--- src/rtl/core/scfr_pkg.sv ---
// scfr_pkg: shared types and constants for the serial command frame receiver
// beat structs, phase and event codes, command characters and size limits
// no dependencies
`default_nettype none

package scfr_pkg;

  // buffer and register widths
  localparam int unsigned BufLimit  = 4096;
  localparam int unsigned PosW      = 13;
  localparam int unsigned LenW      = 16;
  localparam int unsigned TickW     = 16;
  localparam int unsigned ErrW      = 16;

  // command characters
  localparam logic [7:0] CMD_R = 8'h52;
  localparam logic [7:0] CMD_F = 8'h46;
  localparam logic [7:0] CMD_W = 8'h57;
  localparam logic [7:0] CMD_B = 8'h42;
  localparam logic [7:0] CMD_S = 8'h53;
  localparam logic [7:0] CMD_M = 8'h4D;
  localparam logic [7:0] CMD_L = 8'h4C;

  // input item kinds
  localparam logic FUNC_BYTE = 1'b0;
  localparam logic FUNC_TICK = 1'b1;

  // register map indexes
  localparam logic REG_MAX_LENGTH    = 1'b0;
  localparam logic REG_TIMEOUT_TICKS = 1'b1;

  // reset values of the registers
  localparam logic [PosW-1:0]  MAX_LENGTH_RST    = 13'd256;
  localparam logic [TickW-1:0] TIMEOUT_TICKS_RST = 16'd10;

  // result event codes
  typedef enum logic [2:0] {
    EV_NONE    = 3'd0,
    EV_STORED  = 3'd1,
    EV_GOOD    = 3'd2,
    EV_BAD     = 3'd3,
    EV_LENGTH  = 3'd4,
    EV_TIMEOUT = 3'd5
  } event_t;

  // frame parser phase, one-hot
  typedef enum logic [6:0] {
    PH_IDLE    = 7'b0000001,
    PH_ADDR_HI = 7'b0000010,
    PH_ADDR_LO = 7'b0000100,
    PH_LEN_HI  = 7'b0001000,
    PH_LEN     = 7'b0010000,
    PH_PAYLOAD = 7'b0100000,
    PH_CHECK   = 7'b1000000
  } phase_t;

  // input beat
  typedef struct packed {
    logic       func;
    logic [7:0] rx_byte;
  } item_t;

  // result beat
  typedef struct packed {
    logic [2:0]      event_res;
    logic [7:0]      byte_value;
    logic [PosW-1:0] byte_index;
    logic [7:0]      command;
    logic [LenW-1:0] frame_length;
    logic [ErrW-1:0] error_count;
  } result_t;

  function automatic logic is_command(input logic [7:0] c);
    return (c == CMD_R) || (c == CMD_F) || (c == CMD_W) || (c == CMD_B) ||
           (c == CMD_S) || (c == CMD_M) || (c == CMD_L);
  endfunction

  function automatic logic is_payload_command(input logic [7:0] c);
    return (c == CMD_B) || (c == CMD_M) || (c == CMD_L);
  endfunction

endpackage

`default_nettype wire

--- src/rtl/core/serial_command_frame_receiver.sv ---
// serial_command_frame_receiver: frame parser, checksum and timeout logic
// depends on scfr_pkg for beat structs, phase and event codes
`default_nettype none

// Takes one beat per clock while item_ready is high: a received byte or a timer
// tick, and returns exactly one result beat for each. A frame is a command
// byte (R F W B S M L), two address bytes, a one-byte length (two bytes, high
// first, for M and L), a payload of that length for B, M and L, and an 8-bit
// additive checksum. Every stored byte comes out with its buffer index; the
// checksum byte gives a good or bad verdict. The parser state is a single
// register set updated in one pass per beat, so it sustains one item per
// cycle while results drain. The result side holds a result register plus one
// skid entry, so one more item is taken while a result waits; item_ready drops
// only when both are full. Registers max_length (addr 0) and timeout_ticks
// (addr 4) sit on the APB port and should be written while the block is idle.
module serial_command_frame_receiver (
  input  wire logic                    clk,
  input  wire logic                    rst,
  // input channel
  input  wire logic                    item_valid,
  output logic                         item_ready,
  input  wire scfr_pkg::item_t         item,
  // result channel
  output logic                         result_valid,
  input  wire logic                    result_ready,
  output scfr_pkg::result_t            result,
  // register port
  input  wire logic                    psel,
  input  wire logic                    penable,
  input  wire logic                    pwrite,
  input  wire logic [2:0]              paddr,
  input  wire logic [31:0]             pwdata,
  output logic [31:0]                  prdata,
  output logic                         pready
);
  import scfr_pkg::*;

  // configuration
  logic [PosW-1:0]  max_length;
  logic [TickW-1:0] timeout_ticks;

  // parser state
  phase_t           phase, phase_next;
  logic [PosW-1:0]  write_position, write_position_next;
  logic [PosW-1:0]  payload_remaining, payload_remaining_next;
  logic [7:0]       running_sum, running_sum_next;
  logic [LenW-1:0]  length_field, length_field_next;
  logic [7:0]       current_command, current_command_next;
  logic [ErrW-1:0]  error_tally, error_tally_next;
  logic [TickW-1:0] idle_ticks, idle_ticks_next;

  // output register and skid entry
  result_t          skid;
  logic             skid_valid;
  result_t          res_new;

  // step helpers
  logic             accept;
  logic             cfg_write;
  logic [PosW-1:0]  len_limit;
  logic [TickW-1:0] tick_limit;
  logic [TickW-1:0] ticks_inc;
  logic [LenW-1:0]  len_hi_value;
  logic [LenW-1:0]  len_sum;
  logic [PosW-1:0]  rem_dec;
  logic             do_store;
  logic [PosW-1:0]  store_base;
  logic [7:0]       sum_base;
  event_t           ev;
  logic [7:0]       b;

  assign accept    = item_valid && item_ready;
  assign item_ready = !skid_valid;
  assign cfg_write = psel && penable && pwrite && pready;
  assign pready    = 1'b1;
  assign b         = item.rx_byte;

  // register readback
  always_comb begin
    case (paddr[2])
      REG_MAX_LENGTH:    prdata = {{(32-PosW){1'b0}}, max_length};
      REG_TIMEOUT_TICKS: prdata = {{(32-TickW){1'b0}}, timeout_ticks};
      default:           prdata = '0;
    endcase
  end

  // effective limits: length capped at buffer size, timeout of zero acts as one
  assign len_limit    = (max_length > PosW'(BufLimit)) ? PosW'(BufLimit) : max_length;
  assign tick_limit   = (timeout_ticks == '0) ? TickW'(1) : timeout_ticks;
  assign ticks_inc    = (idle_ticks == '1) ? idle_ticks : idle_ticks + TickW'(1);
  assign len_hi_value = {b, 8'h00};
  assign len_sum      = length_field + {8'h00, b};
  assign rem_dec      = payload_remaining - PosW'(1);

  // one pass of the frame parser
  always_comb begin
    phase_next             = phase;
    write_position_next    = write_position;
    payload_remaining_next = payload_remaining;
    running_sum_next       = running_sum;
    length_field_next      = length_field;
    current_command_next   = current_command;
    error_tally_next       = error_tally;
    idle_ticks_next        = idle_ticks;
    ev                     = EV_NONE;
    do_store               = 1'b0;
    store_base             = write_position;
    sum_base               = running_sum;
    res_new                = '0;

    if (item.func == FUNC_TICK) begin
      // tick: count toward timeout unless idle
      if (phase != PH_IDLE) begin
        idle_ticks_next = ticks_inc;
        if (ticks_inc >= tick_limit) begin
          error_tally_next = error_tally + ErrW'(1);
          phase_next       = PH_IDLE;
          idle_ticks_next  = '0;
          ev               = EV_TIMEOUT;
        end
      end
    end else begin
      idle_ticks_next = '0;
      case (phase)
        PH_IDLE: begin
          if (is_command(b)) begin
            current_command_next = b;
            store_base           = '0;
            sum_base             = '0;
            do_store             = 1'b1;
            phase_next           = PH_ADDR_HI;
          end
        end
        PH_ADDR_HI: begin
          do_store   = 1'b1;
          phase_next = PH_ADDR_LO;
        end
        PH_ADDR_LO: begin
          do_store          = 1'b1;
          length_field_next = '0;
          phase_next = ((current_command == CMD_M) || (current_command == CMD_L)) ?
                       PH_LEN_HI : PH_LEN;
        end
        PH_LEN_HI: begin
          length_field_next = len_hi_value;
          if (len_hi_value > {{(LenW-PosW){1'b0}}, len_limit}) begin
            running_sum_next    = running_sum + b;
            error_tally_next    = error_tally + ErrW'(1);
            phase_next          = PH_IDLE;
            write_position_next = '0;
            ev                  = EV_LENGTH;
          end else begin
            do_store   = 1'b1;
            phase_next = PH_LEN;
          end
        end
        PH_LEN: begin
          length_field_next = len_sum;
          if (is_payload_command(current_command)) begin
            if ((len_sum == '0) || (len_sum > {{(LenW-PosW){1'b0}}, len_limit})) begin
              running_sum_next    = running_sum + b;
              error_tally_next    = error_tally + ErrW'(1);
              phase_next          = PH_IDLE;
              write_position_next = '0;
              ev                  = EV_LENGTH;
            end else begin
              do_store               = 1'b1;
              payload_remaining_next = len_sum[PosW-1:0];
              phase_next             = PH_PAYLOAD;
            end
          end else begin
            do_store   = 1'b1;
            phase_next = PH_CHECK;
          end
        end
        PH_PAYLOAD: begin
          do_store               = 1'b1;
          payload_remaining_next = rem_dec;
          if (rem_dec == '0) begin
            phase_next = PH_CHECK;
          end
        end
        PH_CHECK: begin
          ev                   = (b == running_sum) ? EV_GOOD : EV_BAD;
          res_new.frame_length = length_field;
          phase_next           = PH_IDLE;
        end
        default: begin
          phase_next = PH_IDLE;
        end
      endcase
    end

    // store a frame byte: report it, advance position and checksum
    if (do_store) begin
      ev                  = EV_STORED;
      res_new.byte_value  = b;
      res_new.byte_index  = store_base;
      write_position_next = store_base + PosW'(1);
      running_sum_next    = sum_base + b;
    end

    res_new.event_res   = ev;
    res_new.command     = current_command_next;
    res_new.error_count = error_tally_next;
  end

  // configuration registers
  always_ff @(posedge clk) begin
    if (rst) begin
      max_length    <= MAX_LENGTH_RST;
      timeout_ticks <= TIMEOUT_TICKS_RST;
    end else if (cfg_write) begin
      case (paddr[2])
        REG_MAX_LENGTH:    max_length    <= pwdata[PosW-1:0];
        REG_TIMEOUT_TICKS: timeout_ticks <= pwdata[TickW-1:0];
        default: ;
      endcase
    end
  end

  // parser state update on each accepted beat
  always_ff @(posedge clk) begin
    if (rst) begin
      phase             <= PH_IDLE;
      write_position    <= '0;
      payload_remaining <= '0;
      running_sum       <= '0;
      length_field      <= '0;
      current_command   <= '0;
      error_tally       <= '0;
      idle_ticks        <= '0;
    end else if (accept) begin
      phase             <= phase_next;
      write_position    <= write_position_next;
      payload_remaining <= payload_remaining_next;
      running_sum       <= running_sum_next;
      length_field      <= length_field_next;
      current_command   <= current_command_next;
      error_tally       <= error_tally_next;
      idle_ticks        <= idle_ticks_next;
    end
  end

  // result register with one skid entry
  always_ff @(posedge clk) begin
    if (rst) begin
      result_valid <= 1'b0;
      skid_valid   <= 1'b0;
    end else if (!result_valid || result_ready) begin
      if (skid_valid) begin
        result_valid <= 1'b1;
        skid_valid   <= 1'b0;
      end else begin
        result_valid <= accept;
      end
    end else if (accept) begin
      skid_valid <= 1'b1;
    end
  end

  // result payloads
  always_ff @(posedge clk) begin
    if (!result_valid || result_ready) begin
      if (skid_valid) begin
        result <= skid;
      end else begin
        result <= res_new;
      end
    end else if (accept) begin
      skid <= res_new;
    end
  end

endmodule

`default_nettype wire
--- config.mk ---
export PLATFORM = sky130hd
export DESIGN_NAME = serial_command_frame_receiver
export DESIGN_NICKNAME = d
export VERILOG_FILES = /design/src/rtl/core/scfr_pkg.sv /design/src/rtl/core/serial_command_frame_receiver.sv
export SDC_FILE = /design/constraint.sdc
export NUM_CORES = 1
export LEC_CHECK = 0
export BUFFER_PORTS_ARGS = -buffer_cell sky130_fd_sc_hd__buf_2
export CAP_MARGIN = 40
export CORE_MARGIN = 10
export CORE_UTILIZATION = 35
export DETAILED_ROUTE_END_ITERATION = 8
export SLEW_MARGIN = 20
export SYNTH_ARGS = -nofsm -noshare
export SYNTH_HDL_FRONTEND = slang
export SYNTH_SLANG_ARGS = --single-unit
--- constraint.sdc ---
create_clock -name clk -period 17.35 [get_ports clk]
set_input_delay 1.735 -clock clk [delete_from_list [all_inputs] [get_ports clk]]
set_output_delay 1.735 -clock clk [all_outputs]
set_load 0.01 [all_outputs]
# [Yosys cells after proc, flatten, opt, wreduce, memory -nomap -nowiden]
# Index checks and enable logic that the tools add are counted.
# W data, S select, Z words.
[word_totals] out_inout_bits=99 in_bits=51 ff_bits=256
[classes] n_addsub=7 n_reduce_logical=32 muxes=69 eq_ne=30 order_cmp=4 bitwise=3
[ops] cell="$mux W16" n=13
[ops] cell="$mux W13" n=11
[ops] cell="$mux W8" n=11
[ops] cell="$eq A8 B7 Y1 const B" n=10
[ops] cell="$mux W64" n=1
[ops] cell="$pmux W32 S2" n=1
[ops] cell="$pmux W13 S2" n=2
[ops] cell="$pmux W16 S3" n=1
[ops] cell="$mux W7" n=6
[ops] cell="$pmux W7 S6" n=1
[ops] cell="$add A16 B1 Y16 const B" n=2
[ops] cell="$gt A16 B13 Y1" n=2
[ops] cell="$logic_not A16 Y1" n=2
[ops] cell="$pmux W16 S2" n=1
[ops] cell="$mux W21" n=1
[ops] cell="$mux W3" n=7
[ops] cell="$add A16 B8 Y16" n=1
[ops] cell="$add A8 B8 Y8" n=2
[ops] cell="$eq A16 B16 Y1 const B" n=1
[ops] cell="$ge A16 B16 Y1" n=1
[ops] cell="$pmux W8 S2" n=1
[ops] cell="$ne A3 B3 Y1 const B" n=5
[ops] cell="$add A13 B1 Y13 const B" n=1
[ops] cell="$gt A13 B13 Y1 const B" n=1
[ops] cell="30 further kinds" n=60

# [Depth between registers and ports, before layout]
[logic_depth] ltp_word=12 depth_mapped=20 ltp_nobuf=18

# [Least setup slack after synthesis]
# Ideal clock, no wire load.
[synth_path] path_kind="input to register" start="input result_ready" end="register skid[0] (netlist name) (enable)" cell_stages=2 t_required_ns=16.863 path_slack_ns=10.693 t_arrival_ns=6.170 path_cell_list="nand2b_1 > nor2_1"
[synth_between] elab_chain_len=3
[synth_lines] element="start, declared" line_no="serial_command_frame_receiver.sv:25" rtl="input wire logic result_ready,"
[synth_lines] element="$logic_or A1 B1 Y1" line_no="serial_command_frame_receiver.sv:264" rtl="if (!result_valid || result_ready) begin"
[synth_lines] element="$not A1 Y1 (no line)"
[synth_lines] element="$reduce_and A2 Y1 (no line)"
[synth_lines] element="end signal, assigned" line_no="serial_command_frame_receiver.sv:271" rtl="skid <= res_new;"
[synth_lines] element="end, declared" line_no="serial_command_frame_receiver.sv:53" rtl="result_t skid;"
# Every way passes these cells.
# A chain may end at the register's enable or synchronous reset.

# [Final worst setup path]
[layout_path] start="input item[1] (netlist name)" end="register result[47] (netlist name), data pin"
[layout_between] elab_chain_len=12 elab_cells_between_ends=29 classes_between="1 x add/sub; 2 x order compare; 7 x eq/ne; 11 x mux; 8 x reduce/logical"
[layout_lines] element="start, declared" line_no="serial_command_frame_receiver.sv:22" rtl="input wire scfr_pkg::item_t item,"
[layout_lines] element="parallel branches: the longest is 10 deep, another holds $add A16 B8 Y16"
[layout_lines] element="$mux W21 *" line_no="serial_command_frame_receiver.sv:195" rtl="if (do_store) begin"
[layout_lines] element="$mux W64 *" line_no="serial_command_frame_receiver.sv:265" rtl="if (skid_valid) begin"
[layout_lines] element="end signal, assigned" line_no="serial_command_frame_receiver.sv:266" rtl="result <= skid;"
[layout_lines] element="end signal, assigned" line_no="serial_command_frame_receiver.sv:268" rtl="result <= res_new;"
[layout_lines] element="end, declared" line_no="serial_command_frame_receiver.sv:26" rtl="output scfr_pkg::result_t result,"
# Every way passes the cells marked *.

==> run_results.csv <==
group,metric,value,unit
power_and_ir_drop,leakage,6.420,nW
setup_path,critPathCaptureType,"flop",
detailed_routing,drc,0,
finish,fillCellCount,4030,
finish,instances_no_fill,2224,
clocking,insertion_delay,0.58,ns
clocking,cts.path.max_buffers,3,
detailed_routing,wl_met1,18.78,mm
yosys,synthCells,1595,
clocking,cts_tree,"built",
setup_path,cp.required,17.65,ns
floorplanning,start_util,0.3539,
grt,overflow,0,
floorplanning,fp.dieW,223.2,um
place,gp_congestion,0.8804,
yosys,ys_seq_area_frac,0.4434,
setup_path,startpoint_type,"primary input",
detailed_routing,post_drt_wl_per_cell,17.88,um
clocking,cts_max_level,1,
yosys,syn_area,14450,sq um
yosys,ys_types,85,
power_and_ir_drop,power_density,84.10,nW/um^2
yosys,synthXorXnorAreaFrac,0.03031,
yosys,ys_top_cells_by_area,"edfxtp_1 (27%), dfxtp_1 (18%), nand2_1 (5.6%)",
detailed_routing,wl_met2,17.50,mm
yosys,synth-edff-count,128,
clocking,clock_sinks,256,
detailed_routing,first_pass_iters,5,
place,hpwl,27.75,mm
detailed_routing,routed.top_layer,"met4",
floorplanning,num_rows,74,
finish,diodes,0,
grt,grt_max_degree,71,
timing,finalSetupTns,0,ns
floorplanning,dieArea,49810,sq um
setup_path,r2r_slack,11.63,ns
place,port_buffers,114,
timing,finalSetupViolCount,0,
yosys,synth_compound_area_frac,0.1731,
timing,max_freq,159.6,MHz
yosys,synth_top_area_share,0.2660,
timing,fin_crit_sh,0.3611,
timing,skew,0.01862,ns
clocking,cts_made_buffers,29,
timing,slew_violations,0,
timing,worstMarginPinSlew,0.8124,ns
yosys,async_flop_share,0,
run,maxCapViolations,0,
timing,final_hold_viol_count,0,
yosys,synth-simple-area-share,0.2116,
power_and_ir_drop,ir_worst_vdd,0.07684,mV
outcome,outcome,"complete, no violations",
finish,nets,1774,
setup_path,crit_type,"primary input to flop",
finish,drive_above_1_share,0.1590,
floorplanning,num_io_pins,150,
clocking,holdBufCountCts,0,
timing,min_period,6.266,ns
detailed_routing,drt_iter0_drc,855,
setup_path,critical_path.max_fanout,22,
setup_path,crit_arrival,6.56,ns
floorplanning,core,40830,sq um
yosys,yosys_most_used_dff,"edfxtp_1",
floorplanning,die_y,223.2,um
detailed_routing,vias,12056,
yosys,synth.area.mux_share,0.04416,
grt,grt_first_pass_wirelength,64.38,mm
detailed_routing,routed_wl,39.77,mm
worst_hold_path,holdCritPathClass,"flop to flop",
yosys,synth_fa_ha_area_frac,0.04780,
clocking,cts_resized,0,
grt,antenna_found_initial,0,
detailed_routing,postRouteAntennaNets,0,
finish,synthToLayoutAreaGrowth,14.42,%
place,dp_cells,2169,
clocking,post_cts_buffers,0,
yosys,synth-seq-cells,256,
clocking,clk_transition_reported_paths,0.06,ns
detailed_routing,via_per_inst,5.421,
yosys,avgSynthCellArea,9.059,sq um
clocking,cts-root-buf,"clkbuf_16",
yosys,synth_top_cell_by_area,"edfxtp_1",
grt,grt_pass1_vias,11767,
timing,rsz0062_at_grt,"no",
yosys,synth_top_family_by_area,"simple AND/OR/NAND/NOR gates",
yosys,yosysWarnings,0,
detailed_routing,wl_met3,2.750,mm
timing,max-slew-margin-rel,0.4569,
grt,grt.total_usage,0.1539,
[synthesized netlist by cell type (all sizes together) (19+ instances only)]
cell type and number:
ha 52, a22oi 24, o31ai 19, o211ai 35, inv 52, dfxtp 128, nand4 21, and2 36
mux2 54, o21ai 44, buf 32, nor4 21, edfxtp 128, nor2b 20, nor2 157, xnor2 21
nand2 215, clkbuf 80, nor3 35, a21oi 109, xor2 29, a21o 25, a31oi 24, nand3 59
[critical path, cell delays in order]
cell	delay, ns
buf_2	0.27
inv_1	0.24
fa_1	0.48
nand2b_1	0.21
a21oi_2	0.21
o211a_1	0.26
and4_1	0.22
xor2_1	0.46
ha_1	0.25
nand2_1	0.07
a21oi_1	0.34
a41o_1	0.72
nor4_4	0.09
buf_4	0.24
nor2_1	0.38
buf_4	0.27
o31ai_1	0.09
[cell type report]
class | count | area [sq um] | share of cell area
inverters | 53 | 198.9 | 0.01203
well taps | 532 | 665.6 | 0.04026
clock buffers | 38 | 799.5 | 0.04836
clock inverters | 16 | 195.2 | 0.01181
repair buffers | 140 | 847.1 | 0.05124
multi-input cells | 1189 | 7418 | 0.4487
flip-flops and latches | 256 | 6407 | 0.3876
[cell usage in the layout (no fill, tap or decap), drive strengths merged, types with 24 or more instances in the layout]
master  count
nand2     215
nor2      157
buf       140
edfxtp    128
dfxtp     128
a21oi     109
nand3      59
mux2       54
inv        53
ha         52
o21ai      44
clkbuf     38
and2       36
o211ai     35
nor3       35
xor2       29
a21o       25
a22oi      24
a31oi      24
[sequential cells by signal, summed over array words and instances, names as in the netlist, 13 cells and up]
signal / cells
max_length: 13
length_field: 16
skid: 64
result: 64
payload_remaining: 13
idle_ticks: 16
write_position: 13
error_tally: 16
timeout_ticks: 16
[metrics by stage]
stage / hold slack (ns) / setup WS, ns / cell area (sq um) / total power, mW / util
finish: 0.4726 / 11.08 / 16530 / 1.390 / 0.4049
global route: 0.4998 / 10.77 / 16530 / 1.440 / 0.4049
CTS: 0.4748 / 11.21 / 16520 / 1.406 / 0.4045
detailed placement: 0.4633 / 10.62 / 15520 / 0.7627 / 0.3802
global placement: 0.4594 / 10.34 / 15390 / 0.7592 / 0.3769
floorplan: 0.4364 / 10.69 / 14510 / 0.7254 / -
[logic make-up (layout without fill, tap and decap cells)]
logic type | after synthesis | after routing
simple gates | 642 | 642
compound gates | 369 | 369
flops | 256 | 256
buf+inv | 165 | 247
mux | 57 | 57
fa+ha+maj | 54 | 54
xor+xnor | 50 | 50
other cells | 2 | 17
[where the power goes]
part	internal (mW)	leakage, nW	switching (mW)
sequential	0.649	2.34	0.00625
clock	0.384	0.495	0.257
combinational	0.0310	3.58	0.0633
total	1.06	6.42	0.326
[layer usage]
layer	up-vias	GRT usage
li1	5923	-
met1	5717	0.2177
met2	363	0.2371
met3	53	0.02877
met4	0	0.03531
met5	-	0
[final timing paths]
check / start / to / cells past startpoint
worst max register to register: idle_ticks[0] / result[63] / 17
worst min-delay path: current_command[6] / current_command[6] / 2
worst max-delay path: item[1] / result[47] / 17
worst min register to register: current_command[6] / current_command[6] / 2
Power figures use the tool's default switching activity.
